--- src/rtl/imm_pkg.sv ---
package imm_pkg;

    localparam int ELEM_W  = 16;
    localparam int MUL_W   = 32;
    localparam int PROD_W  = 35;
    localparam int IDX_W   = 3;
    localparam int DIM_W   = 4;
    localparam int CADDR_W = 2;
    localparam int OUT_DW  = 48;
    localparam int OUT_PAD = OUT_DW - PROD_W - 2 * IDX_W;

    localparam logic [CADDR_W-1:0] REG_ROWS_A  = 2'd0;
    localparam logic [CADDR_W-1:0] REG_INNER_A = 2'd1;
    localparam logic [CADDR_W-1:0] REG_ROWS_B  = 2'd2;
    localparam logic [CADDR_W-1:0] REG_COLS_B  = 2'd3;

    typedef logic [IDX_W-1:0] idx_t;
    typedef logic [DIM_W-1:0] dim_t;

    typedef enum logic [1:0] {
        ST_LOAD_A,
        ST_LOAD_B,
        ST_MULT,
        ST_ERROR
    } state_t;

    // one multiply-accumulate step travelling down the pipeline
    typedef struct packed {
        logic valid;
        logic first;   // first term of a dot product
        logic lastk;   // final term, result leaves after it
        logic last;    // final result of the run
        logic err;     // size error marker, product forced to zero
        idx_t row;
        idx_t col;
    } tok_t;

endpackage

--- src/rtl/imm_mem.sv ---
module imm_mem #(
    parameter int DEPTH = 64,
    parameter int AW    = 6,
    parameter int W     = 16
) (
    input  logic          aclk,
    input  logic          we,
    input  logic [AW-1:0] waddr,
    input  logic [W-1:0]  wdata,
    input  logic          re,
    input  logic [AW-1:0] raddr,
    output logic [W-1:0]  rdata
);

    logic [W-1:0] mem [DEPTH];

    always_ff @(posedge aclk) begin
        if (we) begin
            mem[waddr] <= wdata;
        end
    end

    always_ff @(posedge aclk) begin
        if (re) begin
            rdata <= mem[raddr];
        end
    end

endmodule

--- src/rtl/imm_ctrl.sv ---
module imm_ctrl #(
    parameter int MAX_DIM = 8,
    parameter int AW      = 6
) (
    input  logic                         aclk,
    input  logic                         aresetn,
    input  logic                         cfg_valid,
    output logic                         cfg_ready,
    input  logic [imm_pkg::CADDR_W-1:0]  cfg_addr,
    input  imm_pkg::dim_t                cfg_data,
    input  logic                         s_tvalid,
    output logic                         s_tready,
    input  logic                         en,
    output imm_pkg::tok_t                tok,
    output logic                         a_we,
    output logic                         b_we,
    output logic [AW-1:0]                waddr,
    output logic [AW-1:0]                a_raddr,
    output logic [AW-1:0]                b_raddr
);

    localparam int DEPTH = MAX_DIM * MAX_DIM;
    localparam int CW    = $clog2(DEPTH + 1);
    localparam int DW    = $clog2(MAX_DIM);
    localparam int NW    = $clog2(MAX_DIM + 1);
    localparam int PW    = 2 * NW;
    localparam int XW    = (PW > CW) ? PW : CW;

    imm_pkg::state_t state_reg, state_next;
    imm_pkg::dim_t   rows_a_reg, inner_a_reg, rows_b_reg, cols_b_reg;
    logic [CW-1:0]   cnt_reg, cnt_inc;
    logic [DW-1:0]   r_reg, c_reg, k_reg;
    logic [NW-1:0]   m, n, p, q;
    logic [PW-1:0]   mn, pq;
    logic            accepted, done_a, done_b;
    logic            k_last, c_last, r_last;

    function automatic logic [NW-1:0] clamp_dim(input imm_pkg::dim_t v);
        if (v == '0) begin
            return NW'(1);
        end else if (int'(v) > MAX_DIM) begin
            return NW'(MAX_DIM);
        end
        return NW'(v);
    endfunction

    assign cfg_ready = 1'b1;

    always_ff @(posedge aclk) begin
        if (!aresetn) begin
            rows_a_reg  <= imm_pkg::dim_t'(1);
            inner_a_reg <= imm_pkg::dim_t'(1);
            rows_b_reg  <= imm_pkg::dim_t'(1);
            cols_b_reg  <= imm_pkg::dim_t'(1);
        end else if (cfg_valid) begin
            case (cfg_addr)
                imm_pkg::REG_ROWS_A:  rows_a_reg  <= cfg_data;
                imm_pkg::REG_INNER_A: inner_a_reg <= cfg_data;
                imm_pkg::REG_ROWS_B:  rows_b_reg  <= cfg_data;
                imm_pkg::REG_COLS_B:  cols_b_reg  <= cfg_data;
                default: ;
            endcase
        end
    end

    assign m  = clamp_dim(rows_a_reg);
    assign n  = clamp_dim(inner_a_reg);
    assign p  = clamp_dim(rows_b_reg);
    assign q  = clamp_dim(cols_b_reg);
    assign mn = PW'(m) * PW'(n);
    assign pq = PW'(p) * PW'(q);

    assign cnt_inc  = cnt_reg + CW'(1);
    assign done_a   = XW'(cnt_inc) >= XW'(mn);
    assign done_b   = XW'(cnt_inc) >= XW'(pq);
    assign accepted = s_tvalid && s_tready;

    assign k_last = (NW'(k_reg) + NW'(1)) == n;
    assign c_last = (NW'(c_reg) + NW'(1)) == q;
    assign r_last = (NW'(r_reg) + NW'(1)) == m;

    assign waddr   = cnt_reg[AW-1:0];
    assign a_raddr = AW'(r_reg) * AW'(n) + AW'(k_reg);
    assign b_raddr = AW'(k_reg) * AW'(q) + AW'(c_reg);

    // next state
    always_comb begin
        state_next = state_reg;
        case (state_reg)
            imm_pkg::ST_LOAD_A: begin
                if (accepted && done_a) begin
                    state_next = (n != p) ? imm_pkg::ST_ERROR : imm_pkg::ST_LOAD_B;
                end
            end
            imm_pkg::ST_LOAD_B: begin
                if (accepted && done_b) begin
                    state_next = imm_pkg::ST_MULT;
                end
            end
            imm_pkg::ST_MULT: begin
                if (en && k_last && c_last && r_last) begin
                    state_next = imm_pkg::ST_LOAD_A;
                end
            end
            imm_pkg::ST_ERROR: begin
                if (en) begin
                    state_next = imm_pkg::ST_LOAD_A;
                end
            end
            default: state_next = imm_pkg::ST_LOAD_A;
        endcase
    end

    // outputs
    always_comb begin
        s_tready = 1'b0;
        a_we     = 1'b0;
        b_we     = 1'b0;
        tok      = '0;
        case (state_reg)
            imm_pkg::ST_LOAD_A: begin
                s_tready = 1'b1;
                a_we     = s_tvalid;
            end
            imm_pkg::ST_LOAD_B: begin
                s_tready = 1'b1;
                b_we     = s_tvalid;
            end
            imm_pkg::ST_MULT: begin
                tok.valid = 1'b1;
                tok.first = (k_reg == '0);
                tok.lastk = k_last;
                tok.last  = k_last && c_last && r_last;
                tok.row   = imm_pkg::idx_t'(r_reg);
                tok.col   = imm_pkg::idx_t'(c_reg);
            end
            imm_pkg::ST_ERROR: begin
                tok.valid = 1'b1;
                tok.first = 1'b1;
                tok.lastk = 1'b1;
                tok.last  = 1'b1;
                tok.err   = 1'b1;
            end
            default: ;
        endcase
    end

    always_ff @(posedge aclk) begin
        if (!aresetn) begin
            state_reg <= imm_pkg::ST_LOAD_A;
            cnt_reg   <= '0;
            r_reg     <= '0;
            c_reg     <= '0;
            k_reg     <= '0;
        end else begin
            state_reg <= state_next;
            if (accepted) begin
                if ((state_reg == imm_pkg::ST_LOAD_A && done_a) ||
                    (state_reg == imm_pkg::ST_LOAD_B && done_b)) begin
                    cnt_reg <= '0;
                end else begin
                    cnt_reg <= cnt_inc;
                end
            end
            // walk k fastest, then column, then row; all wrap to zero at the end
            if (state_reg == imm_pkg::ST_MULT && en) begin
                if (k_last) begin
                    k_reg <= '0;
                    if (c_last) begin
                        c_reg <= '0;
                        r_reg <= r_last ? '0 : r_reg + DW'(1);
                    end else begin
                        c_reg <= c_reg + DW'(1);
                    end
                end else begin
                    k_reg <= k_reg + DW'(1);
                end
            end
        end
    end

    a_idle_counters_zero: assert property (@(posedge aclk) disable iff (!aresetn)
        state_reg != imm_pkg::ST_MULT |-> (r_reg == '0 && c_reg == '0 && k_reg == '0))
        else $error("loop counters not cleared outside multiply");

    a_mult_exit_on_last: assert property (@(posedge aclk) disable iff (!aresetn)
        (state_reg == imm_pkg::ST_MULT && state_next != imm_pkg::ST_MULT)
            |-> (en && tok.last))
        else $error("multiply left before final step");

    a_no_write_while_busy: assert property (@(posedge aclk) disable iff (!aresetn)
        (state_reg == imm_pkg::ST_MULT || state_reg == imm_pkg::ST_ERROR)
            |-> (!a_we && !b_we && !s_tready))
        else $error("store written while results are produced");

endmodule

--- src/rtl/imm_mac.sv ---
module imm_mac (
    input  logic                              aclk,
    input  logic                              aresetn,
    input  imm_pkg::tok_t                     tok,
    input  logic [imm_pkg::ELEM_W-1:0]        a_rdata,
    input  logic [imm_pkg::ELEM_W-1:0]        b_rdata,
    output logic                              en,
    output logic                              m_tvalid,
    input  logic                              m_tready,
    output logic [imm_pkg::OUT_DW-1:0]        m_tdata,
    output logic                              m_tlast,
    output logic                              m_tuser
);

    imm_pkg::tok_t                      s1_reg, s2_reg;
    logic signed [imm_pkg::MUL_W-1:0]   mul_reg, mul_next;
    logic signed [imm_pkg::PROD_W-1:0]  acc_reg, sum, mul_ext;
    logic signed [imm_pkg::ELEM_W-1:0]  a_s, b_s;
    logic                               m_tvalid_reg;
    logic [imm_pkg::PROD_W-1:0]         m_product_reg;
    imm_pkg::idx_t                      m_row_reg, m_col_reg;
    logic                               m_tlast_reg, m_tuser_reg;

    // the whole pipeline freezes while a finished result waits
    assign en = !m_tvalid_reg || m_tready;

    assign a_s      = a_rdata;
    assign b_s      = b_rdata;
    assign mul_next = a_s * b_s;
    assign mul_ext  = {{(imm_pkg::PROD_W - imm_pkg::MUL_W){mul_reg[imm_pkg::MUL_W-1]}},
                       mul_reg};
    assign sum      = s2_reg.first ? mul_ext : acc_reg + mul_ext;

    always_ff @(posedge aclk) begin
        if (!aresetn) begin
            s1_reg       <= '0;
            s2_reg       <= '0;
            m_tvalid_reg <= 1'b0;
        end else if (en) begin
            s1_reg       <= tok;
            s2_reg       <= s1_reg;
            m_tvalid_reg <= s2_reg.valid && s2_reg.lastk;
        end
    end

    always_ff @(posedge aclk) begin
        if (en) begin
            // drop the memory data on a size error
            mul_reg <= s1_reg.err ? '0 : mul_next;
            if (s2_reg.valid) begin
                acc_reg <= sum;
            end
            if (s2_reg.valid && s2_reg.lastk) begin
                m_product_reg <= sum;
                m_row_reg     <= s2_reg.row;
                m_col_reg     <= s2_reg.col;
                m_tlast_reg   <= s2_reg.last;
                m_tuser_reg   <= s2_reg.err;
            end
        end
    end

    assign m_tvalid = m_tvalid_reg;
    assign m_tdata  = {{imm_pkg::OUT_PAD{1'b0}}, m_col_reg, m_row_reg, m_product_reg};
    assign m_tlast  = m_tlast_reg;
    assign m_tuser  = m_tuser_reg;

    a_error_result_shape: assert property (@(posedge aclk) disable iff (!aresetn)
        (m_tvalid_reg && m_tuser_reg)
            |-> (m_tlast_reg && m_product_reg == '0 && m_row_reg == '0 && m_col_reg == '0))
        else $error("size error result carries data");

    a_result_reaches_output: assert property (@(posedge aclk) disable iff (!aresetn)
        (en && s2_reg.valid && s2_reg.lastk) |=> m_tvalid_reg)
        else $error("finished dot product lost");

    a_last_closes_sum: assert property (@(posedge aclk) disable iff (!aresetn)
        (s2_reg.valid && s2_reg.last) |-> s2_reg.lastk)
        else $error("run ends inside a dot product");

endmodule

--- src/rtl/integer_matrix_multiply_top.sv ---
// Channel  Direction  Handshake                    Payload
// s_       in         s_tvalid / s_tready          s_tdata: element
// m_       out        m_tvalid / m_tready          m_tdata: product, row, col
//                                                  m_tlast: last, m_tuser: size_error
// cfg_     in         cfg_valid / cfg_ready        cfg_addr: register, cfg_data: value
//
// Elements of A and B load at one per cycle into two block memories.
// After B, the shared multiply-accumulate walks rows_a*cols_b*inner_a steps, one
// memory read pair per cycle unless stalled; read data, product, result are registered.
// A size error costs one pipeline slot. s_tready stays low while results are made.
// An output stall freezes the read and multiply pipeline. No clearing pass after reset.
module integer_matrix_multiply_top #(
    parameter int MAX_DIM = 8
) (
    input  logic                              aclk,
    input  logic                              aresetn,
    input  logic                              cfg_valid,
    output logic                              cfg_ready,
    input  logic [imm_pkg::CADDR_W-1:0]       cfg_addr,
    input  logic [imm_pkg::DIM_W-1:0]         cfg_data,
    input  logic                              s_tvalid,
    output logic                              s_tready,
    input  logic [imm_pkg::ELEM_W-1:0]        s_tdata,   // [15:0] element
    output logic                              m_tvalid,
    input  logic                              m_tready,
    output logic [imm_pkg::OUT_DW-1:0]        m_tdata,   // [34:0] product, [37:35] row,
                                                         // [40:38] col, [47:41] zero
    output logic                              m_tlast,
    output logic                              m_tuser    // [0] size_error
);

    localparam int DEPTH = MAX_DIM * MAX_DIM;
    localparam int AW    = $clog2(DEPTH);

    imm_pkg::tok_t               tok;
    logic                        en, a_we, b_we;
    logic [AW-1:0]               waddr, a_raddr, b_raddr;
    logic [imm_pkg::ELEM_W-1:0]  a_rdata, b_rdata;

    imm_ctrl #(
        .MAX_DIM(MAX_DIM),
        .AW     (AW)
    ) u_ctrl (
        .aclk     (aclk),
        .aresetn  (aresetn),
        .cfg_valid(cfg_valid),
        .cfg_ready(cfg_ready),
        .cfg_addr (cfg_addr),
        .cfg_data (cfg_data),
        .s_tvalid (s_tvalid),
        .s_tready (s_tready),
        .en       (en),
        .tok      (tok),
        .a_we     (a_we),
        .b_we     (b_we),
        .waddr    (waddr),
        .a_raddr  (a_raddr),
        .b_raddr  (b_raddr)
    );

    imm_mem #(
        .DEPTH(DEPTH),
        .AW   (AW),
        .W    (imm_pkg::ELEM_W)
    ) u_mem_a (
        .aclk (aclk),
        .we   (a_we),
        .waddr(waddr),
        .wdata(s_tdata),
        .re   (en),
        .raddr(a_raddr),
        .rdata(a_rdata)
    );

    imm_mem #(
        .DEPTH(DEPTH),
        .AW   (AW),
        .W    (imm_pkg::ELEM_W)
    ) u_mem_b (
        .aclk (aclk),
        .we   (b_we),
        .waddr(waddr),
        .wdata(s_tdata),
        .re   (en),
        .raddr(b_raddr),
        .rdata(b_rdata)
    );

    imm_mac u_mac (
        .aclk    (aclk),
        .aresetn (aresetn),
        .tok     (tok),
        .a_rdata (a_rdata),
        .b_rdata (b_rdata),
        .en      (en),
        .m_tvalid(m_tvalid),
        .m_tready(m_tready),
        .m_tdata (m_tdata),
        .m_tlast (m_tlast),
        .m_tuser (m_tuser)
    );

endmodule
--- config.mk ---
export PLATFORM = sky130hd
export DESIGN_NAME = integer_matrix_multiply_top
export DESIGN_NICKNAME = d
export VERILOG_FILES = /design/src/rtl/imm_pkg.sv /design/src/rtl/imm_mem.sv /design/src/rtl/imm_ctrl.sv /design/src/rtl/imm_mac.sv /design/src/rtl/integer_matrix_multiply_top.sv
export SDC_FILE = /design/constraint.sdc
export NUM_CORES = 2
export LEC_CHECK = 0
export BUFFER_PORTS_ARGS = -buffer_cell sky130_fd_sc_hd__buf_2
export CORE_ASPECT_RATIO = 0.6
export CORE_MARGIN = 1
export CORE_UTILIZATION = 60
export CTS_CLUSTER_SIZE = 24
export DETAILED_ROUTE_END_ITERATION = 10
export GPL_TIMING_DRIVEN = 0
export MAX_ROUTING_LAYER = met4
export PLACE_DENSITY = 0.76
export SYNTH_ARGS = -nofsm -noshare
export SYNTH_HDL_FRONTEND = slang
export SYNTH_SLANG_ARGS = --single-unit
--- constraint.sdc ---
create_clock -name aclk -period 15.85 [get_ports aclk]
set_input_delay 3.9625 -clock aclk [delete_from_list [all_inputs] [get_ports aclk]]
set_output_delay 3.9625 -clock aclk [all_outputs]
set_load 0.1 [all_outputs]
==> metrics <==
total track usage=32.9%; Mapped Avg Cell Area=roughly 19 µm²; htree depth=4; vias=52898; GP Congestion=roughly 0.95; post_cts resized=0; predominant post-synthesis flop cell=edfxtp_1; worst slew pin tran=1.47 ns; TNS Setup=0 ns; Worst Path Class, Setup=in -> reg; Post-CTS Hold Buffers=0; Syn Inst Count=between 5000 and 6000; post-route clock period utilization=46.9%; Crit path required time=16.32 ns; half-perimeter wire length after placement=174000 µm; Largest regs=u_mem_a.mem x1024, u_mem_b.mem x1024; Final Setup Violations=0; most common cell after layout, fill and taps aside=edfxtp_1; root buf cell=clkbuf_16; CP arrival=7.91 ns; hold crit path type=reg -> reg; setup repair after global routing missed its margin=no; Async S/R FF share, synth=0%; clock buffer depth=4; drt via density=between 6 and 7; grt ovf=0; largest net degree at the start of global routing=91; final WL=260000 µm; highest-count cells in the layout ignoring fill and taps=edfxtp_1, mux4_2, inv_1; post-synthesis sequential area ratio=67.5%; NumNets Final=between 6000 and 7000; Fmax achieved=between 100 and 150 MHz; num ports=80; Synth Warn #=0; CTS tree=done; Worst Skew=0.0714 ns; DRT iter0 DRCs=7762; Mapped Area=0.0991 mm²; Remaining DRCs=0; Horiz. Die Dim=527 µm; num rows=115; dpl cell area=0.104 mm²; clock tree sinks=2247; initial antenna violation count=9; first-pass GRT wire length=374000 µm; core box area=0.164 mm²; postcts setup bufs=0; Max-Cap Viols=0; Worst Hold Depth=0; status=complete, no violations; share of cells above drive strength 1=22.6%; Die ar.=0.167 mm²; cells on worst reg2reg path=21; drt pass-1 iters=6; fillcell total=10199; Setup crit start kind=input port; Clk pin slew, worst setup/hold paths=approximately 0.06 ns; Post-synth EDFFs=~2200; Routed WL per cell=32.7 µm; count of final max-slew check failures=0; Netlist cell types=between 70 and 80; Worst setup EP type=flop; design area=0.111 mm²; area delta synth->final=11.6%; total CTS buffers=just under 200; Starting Density=between 60% and 70%; Period minus WS final=7.44 ns; Crit Path Max Fanout=16; chip height=317 µm; port bufs=71; vias in the first global route=52371; Seq cells post-synth=roughly 2200; ANT nets after route=0; Clk Latency, worst-skew pair=0.85 ns; max_slew headroom=under 10%; final hold violation count=0
cell usage after synthesis (10+ instances only):
master,instances,area (µm²)
a21oi_1,87,435
o21ai_0,54,270
a21boi_0,17,128
nand2_1,226,848
buf_4,21,158
edfxtp_1,2190,65800
nand3_1,35,175
buf_2,57,285
clkbuf_1,164,616
dfxtp_1,57,1140
xnor2_1,56,490
xor2_1,36,315
o21bai_1,11,82.6
o21a_1,10,75.1
mux4_2,640,14400
a211oi_1,39,293
mux2i_1,51,510
fa_1,279,5590
a21o_1,48,360
nor3_1,20,100
nor2b_1,80,500
nand2b_1,18,113
ha_1,179,2240
and2_1,150,938
nor3b_1,10,75.1
inv_1,341,1280
nor2_1,238,893
final cells by class:
| type | instances | area (µm²) | area share [%] |
|---|---|---|---|
| flip-flops and latches | 2247 | 66900 | 60.5 |
| multi-input cells | 2417 | 30200 | 27.3 |
| clock buffers | 243 | 5170 | 4.67 |
| well taps | 2164 | 2710 | 2.45 |
| repair buffers | 165 | 2170 | 1.96 |
| inverters | 343 | 1290 | 1.16 |
| plain buffers | 249 | 1090 | 0.984 |
| clock inverters | 111 | 1020 | 0.923 |
| diodes | 11 | 27.5 | 0.0249 |
path summary, 6_finish.rpt:
check | startpoint | slack, ns | endpoint
max | s_tvalid | 8.41 | u_mem_a.mem[30][8]
min | u_mac.s2_reg[2] | 0.43 | u_mac.m_col_reg[2]
max reg2reg | u_mem_a.rdata[9] | 8.43 | u_mac.mul_reg[29]
min reg2reg | u_mac.s2_reg[2] | 0.43 | u_mac.m_col_reg[2]
per-layer routing:
layer  part of all wire (%)  up-vias  routed length, µm  global-route usage (%)
met5                      0        -                  0                       -
li1                       -    21151                  -                       -
met2                     43     3898             111000                    44.4
met3                     16      403              41200                    12.2
met1                     40    27446             103000                    48.0
met4                    2.1        0               5550                    6.97
stage by stage:
stage                     hold WS, ns  util (%)  instances  setup slack, ns
after floorplan                 0.408         -       5256             8.15
after global placement          0.427      62.4       7491             6.45
after detailed placement        0.425      63.7       7585             7.96
after CTS                       0.440      67.5       7939             8.58
after global routing            0.457      67.5       7947             8.22
final                           0.435      67.5       7950             8.41
cell families after synthesis:
logic type | after synthesis | synth area share, %
flip-flops | 2247 | 67.5
AND/OR/NAND/NOR | 827 | 4.04
multiplexers | 693 | 15.1
buffers and inverters | 592 | 2.39
adder cells (fa/ha/maj) | 458 | 7.89
AO/OA/AOI/OAI | 337 | 2.25
XOR/XNOR | 94 | 0.846
other | 2 | 0.00758
worst max-delay path, stage by stage:
cell and delay [ns]:
buf_2 0.13, nand2_1 0.35, nor2_1 1.00, nand3_1 1.21, nor2_2 1.23
Power is not shown: default switching activity piles up to over one toggle a cycle in this logic, so the estimate is an artifact.
